$ cat config.mk
export PLATFORM = sky130hd
export DESIGN_NAME = pfa_addr_check
export DESIGN_NICKNAME = d
export VERILOG_FILES = /design/src/rtl/pfa_pkg.sv /design/src/rtl/pfa_addr_check.sv
export SDC_FILE = /design/constraint.sdc
export NUM_CORES = 1
export LEC_CHECK = 0
export ABC_AREA = 1
export BUFFER_PORTS_ARGS = -buffer_cell sky130_fd_sc_hd__buf_2
export CAP_MARGIN = 10
export CORE_ASPECT_RATIO = 1.25
export CORE_MARGIN = 5
export CORE_UTILIZATION = 50
export DETAILED_ROUTE_END_ITERATION = 12
export MAX_ROUTING_LAYER = met4
export PLACE_DENSITY = 0.83
export SLEW_MARGIN = 20
export SYNTH_ARGS = -nofsm -noshare
export SYNTH_HDL_FRONTEND = slang
export SYNTH_SLANG_ARGS = --single-unit
$ cat constraint.sdc
create_clock -name vclk -period 2
set_clock_uncertainty 0.15 [all_clocks]
set_input_delay 0.1 -clock vclk [all_inputs]
set_output_delay 0.1 -clock vclk [all_outputs]
set_load 0.005 [all_outputs]
$ cat src/rtl/pfa_pkg.sv
// ----------------------------------------------------------------------------
// pfa_pkg
// Shared constants and types for the page frame allocator: field widths,
// command and status codes, register indexes and register reset values.
// ----------------------------------------------------------------------------
package pfa_pkg;

   localparam int ADDR_W  = 39;
   localparam int CAP_W   = 16;
   localparam int COUNT_W = 8;
   localparam int CMD_W   = 2;
   localparam int STAT_W  = 2;
   localparam int CSR_W   = 2;

   localparam logic [COUNT_W-1:0] COUNT_MAX = 8'd255;

   // commands
   localparam logic [CMD_W-1:0] CMD_ALLOC = 2'd0;
   localparam logic [CMD_W-1:0] CMD_FREE  = 2'd1;
   localparam logic [CMD_W-1:0] CMD_ADD   = 2'd2;
   localparam logic [CMD_W-1:0] CMD_QUERY = 2'd3;

   // status codes
   localparam logic [STAT_W-1:0] STAT_OK        = 2'd0;
   localparam logic [STAT_W-1:0] STAT_NO_MEM    = 2'd1;
   localparam logic [STAT_W-1:0] STAT_BAD_ADDR  = 2'd2;
   localparam logic [STAT_W-1:0] STAT_OVER_FREE = 2'd3;

   // register indexes
   localparam logic [CSR_W-1:0] CSR_TABLE_BASE    = 2'd0;
   localparam logic [CSR_W-1:0] CSR_REGION_START  = 2'd1;
   localparam logic [CSR_W-1:0] CSR_REGION_STOP   = 2'd2;
   localparam logic [CSR_W-1:0] CSR_PAGE_CAPACITY = 2'd3;

   // register reset values
   localparam logic [ADDR_W-1:0] TABLE_BASE_RST   = 39'h00_8000_0000;
   localparam logic [ADDR_W-1:0] REGION_START_RST = 39'h00_8000_0000;
   localparam logic [ADDR_W-1:0] REGION_STOP_RST  = 39'h00_8800_0000;
   localparam logic [CAP_W-1:0]  CAPACITY_RST     = 16'd0;

   // address check results
   typedef struct packed {
      logic in_table;   // at or above table base and index below page count
      logic free_ok;    // aligned, inside the free region and inside the table
   } addr_chk_type;

endpackage

$ cat src/rtl/pfa_addr_check.sv
// ----------------------------------------------------------------------------
// pfa_addr_check
// Maps a physical page address to a count table index and checks it against
// the table bounds, the free region and page alignment.
// ----------------------------------------------------------------------------
module pfa_addr_check #(
   parameter int NUM_PAGES       = 32768,
   parameter int PAGE_BYTES_LOG2 = 12
) (
   input  logic [pfa_pkg::ADDR_W-1:0]    addr,
   input  logic [pfa_pkg::ADDR_W-1:0]    table_base,
   input  logic [pfa_pkg::ADDR_W-1:0]    region_start,
   input  logic [pfa_pkg::ADDR_W-1:0]    region_stop,
   output pfa_pkg::addr_chk_type         chk,
   output logic [$clog2(NUM_PAGES)-1:0]  idx
);
   import pfa_pkg::*;

   localparam int IDX_W = $clog2(NUM_PAGES);
   localparam int PN_W  = ADDR_W - PAGE_BYTES_LOG2;

   logic [ADDR_W-1:0] offset;
   logic [PN_W-1:0]   page_num;
   logic              above_base;
   logic              below_top;
   logic              aligned;
   logic              in_region;

   always_comb begin
      offset     = addr - table_base;
      page_num   = offset[ADDR_W-1:PAGE_BYTES_LOG2];
      above_base = addr >= table_base;
      below_top  = 64'(page_num) < 64'(NUM_PAGES);
      aligned    = addr[PAGE_BYTES_LOG2-1:0] == '0;
      in_region  = (addr >= region_start) && (addr < region_stop);
      chk.in_table = above_base && below_top;
      chk.free_ok  = aligned && in_region && above_base && below_top;
      idx          = IDX_W'(page_num);
   end

endmodule

==> results.md <==
* Crit end category: output pin
* First-pass GRT wire length at 36000 microns
* Final Util at 87.1%
* Initial antenna violation count at 0
* Final Max Slew Viols at 0
* PortBufs at 173
* Design area at 0.00845 sq mm
* GP Congestion at 0.973
* Layout cells sized above 1 at 45.1%
* WP buf/inv at 4
* Synthesized net count at 1199
* Power consumption at 2.57 mW
* Total Nets Final at 1520
* Yosys top cell by area: ha_1
* Slew margin rel. at 68.1%
* Final-report hold violation count at 0
* Crit-path max cell delay at 0.40 ns
* Max_cap viols at 0
* Most frequent cells in the layout: 205 x nand2_1, 201 x inv_1, 158 x buf_2
* CP delay by family, top: simple AND/OR/NAND/NOR gates
* DIE AREA at 0.0121 sq mm
* Remaining antenna violation count at 0
* Area of the multi-input gates at 0.00531 sq mm
* Yosys warns at 0
* Detailed-route wire length at 27700 microns
* Area of the core at 0.00971 sq mm
* Worst path slowest cell: o21ai_2
* Mux share of post-synthesis cell area at 0%
* Fillers at 507
* Synth unique cells at 30
* Final period util at 131%
* IO Count at 173
* Grt total ovfl at 0
* Synth top area share at 29.0%
* Detailed Route Iter0 Violations at 1074
* Gate count of the mapped netlist at 927
* Synth Area in Compound Gates at 12.5%
* Most frequent CP cell: nand2_1
* Area Growth Syn to Fin at 69.0%
* # clk buffers at 0
* Average wire per standard cell at 20.2 microns
* Synth Area in Adders at 29.0%
* Final Setup Violations at 15
* Initial Util at 51.5%
* RSZ-0062 raised after global routing: yes
* Largest family of logic cells by synthesized area: simple AND/OR/NAND/NOR gates
* Simple-Gate Fraction of Synth Area at 38.7%
* Pin count of the biggest net entering global routing at 6
* Setup TNS at -3.81 ns
* Pwr dens at 304 mW/mm^2
* Failing checks: negative setup slack
* CP arrival at 2.37 ns
* Setup WS post-layout at -0.616 ns
* WS Path Type: in2out
* Height of the die at 122 microns
* Worst-Margin Slew at 0.474 ns
* Startpoint type of the worst setup path: input port
* Sequential cell count at 0
* Vias per Instance at 5.95
* Sequential area share after synthesis at 0%
* Minimum clock period at 2.62 ns
* Largest cells by area after synthesis: ha_1 29%, nand2_1 20%, inv_1 17%
* Syn avg cell area at 5.39 sq um
* GRT Resource Usage Total at 37.4%
* Area after DPL at 0.00696 sq mm
* Die W at 99.5 microns
* Post-synthesis xor/xnor area fraction at 2.63%
* Status: complete, but fails checks
* Mapped Area at 0.00500 sq mm
* CP cell instances: buf_2 > inv_2 > ha_4 > nand2_1 > nand2_1 > inv_1 > nand2_2 > o21ai_2 > nand3_2 > nand2_2 > nand2_1 > nand2_1 > nand2_1 > nor2_2 > nand2_2 > nor3_2 > buf_2
* Row cnt at 40
* Static leakage at 4.90 nW
* Most common cell after layout, fill and taps aside: nand2_1
* Crit-path max FO at 3
* Vias in the first global route at 7801
* First-pass detailed-route iteration total at 10
* Antenna Cells at 0
* Non-Filler Instances at 1372
* Post-CTS Hold Buffers at 0
* DRC violations left at 0
* Routed vias at 8158
* Fmax achieved at 0.382 GHz
* Placed cell count at 1350
* Flip-flop and latch area at 0 sq um
* Detailed placement HPWL at 15600 microns
* Hold crit path type: in2out
* WP data required at 1.75 ns
* Peak supply drop at 145 uV
==> path summary, 6_finish.rpt <==
| check | start | end | slack, ns | depth (start not counted) |
|---|---|---|---|---|
| max | table_base[4] | chk[0] | -0.62 | 17 |
| min | addr[20] | idx[8] | 0.52 | 4 |
==> per-stage QoR <==
| step | setup slack, ns | hold WS, ns |
|---|---|---|
| after floorplan | 0.177 | 0.301 |
| after global routing | -0.692 | 0.529 |
| after global placement | -0.367 | 0.533 |
| after CTS | -0.174 | 0.463 |
| final | -0.616 | 0.518 |
| after detailed placement | -0.409 | 0.534 |
==> power by group <==
part / internal (mW) / switching [mW] / total [mW]
Sequential: 0 / 0 / 0
Clock: 0 / 0 / 0
Combinational: 1.14 / 1.43 / 2.57
Total: 1.14 / 1.43 / 2.57
==> final cells by class <==
cell class / instances / share of cell area, %
well taps: 126 / 1.87
inverters: 228 / 10.2
repair buffers: 319 / 25.1
multi-input cells: 699 / 62.8
==> what timing repair did <==
action,4_1_cts,5_1_grt
resized for setup,217,88
setup endpoints to repair,7,14
gates cloned,0,0
buffers inserted,16,8
pin swaps,83,42
==> logic make-up (layout without fill, tap and decap cells) <==
logic type | Yosys count | in the layout
and+or+nand+nor | 450 | 450
buffers and inverters | 228 | 547
AOI/OAI and AO/OA | 118 | 118
adders and majority gates | 116 | 116
xor gates and xnor gates | 15 | 15
==> synthesized netlist by cell type <==
cell      instances
xnor2_1           3
o211ai_1          1
and3_1            1
a31oi_1           4
o21bai_1          5
nand2_1         272
nand4_1          11
nor4b_1           1
o21ai_1           2
a21oi_1          75
nor3_1            6
and2_1            3
nor3_2            1
ha_1            116
inv_1           227
nor4_1            6
nand3_1          36
and3b_1           1
nor2_4            1
a21boi_0          3
a21o_1            3
nor2_2            7
xor2_1           12
and2_2            2
clkinv_1          1
nand3b_1          7
o21ai_0          25
nand3_2           6
nor2_1           77
nand2_2          12
==> per-layer routing <==
layer	routed length (microns)	GRT usage, %	part of all wire [%]
met1	8720	38.0	31
met2	12600	66.2	46
met3	3200	4.81	12
met4	3180	25.9	11
met5	0	-	0
Note: power is estimated with default switching activity, not from simulation.
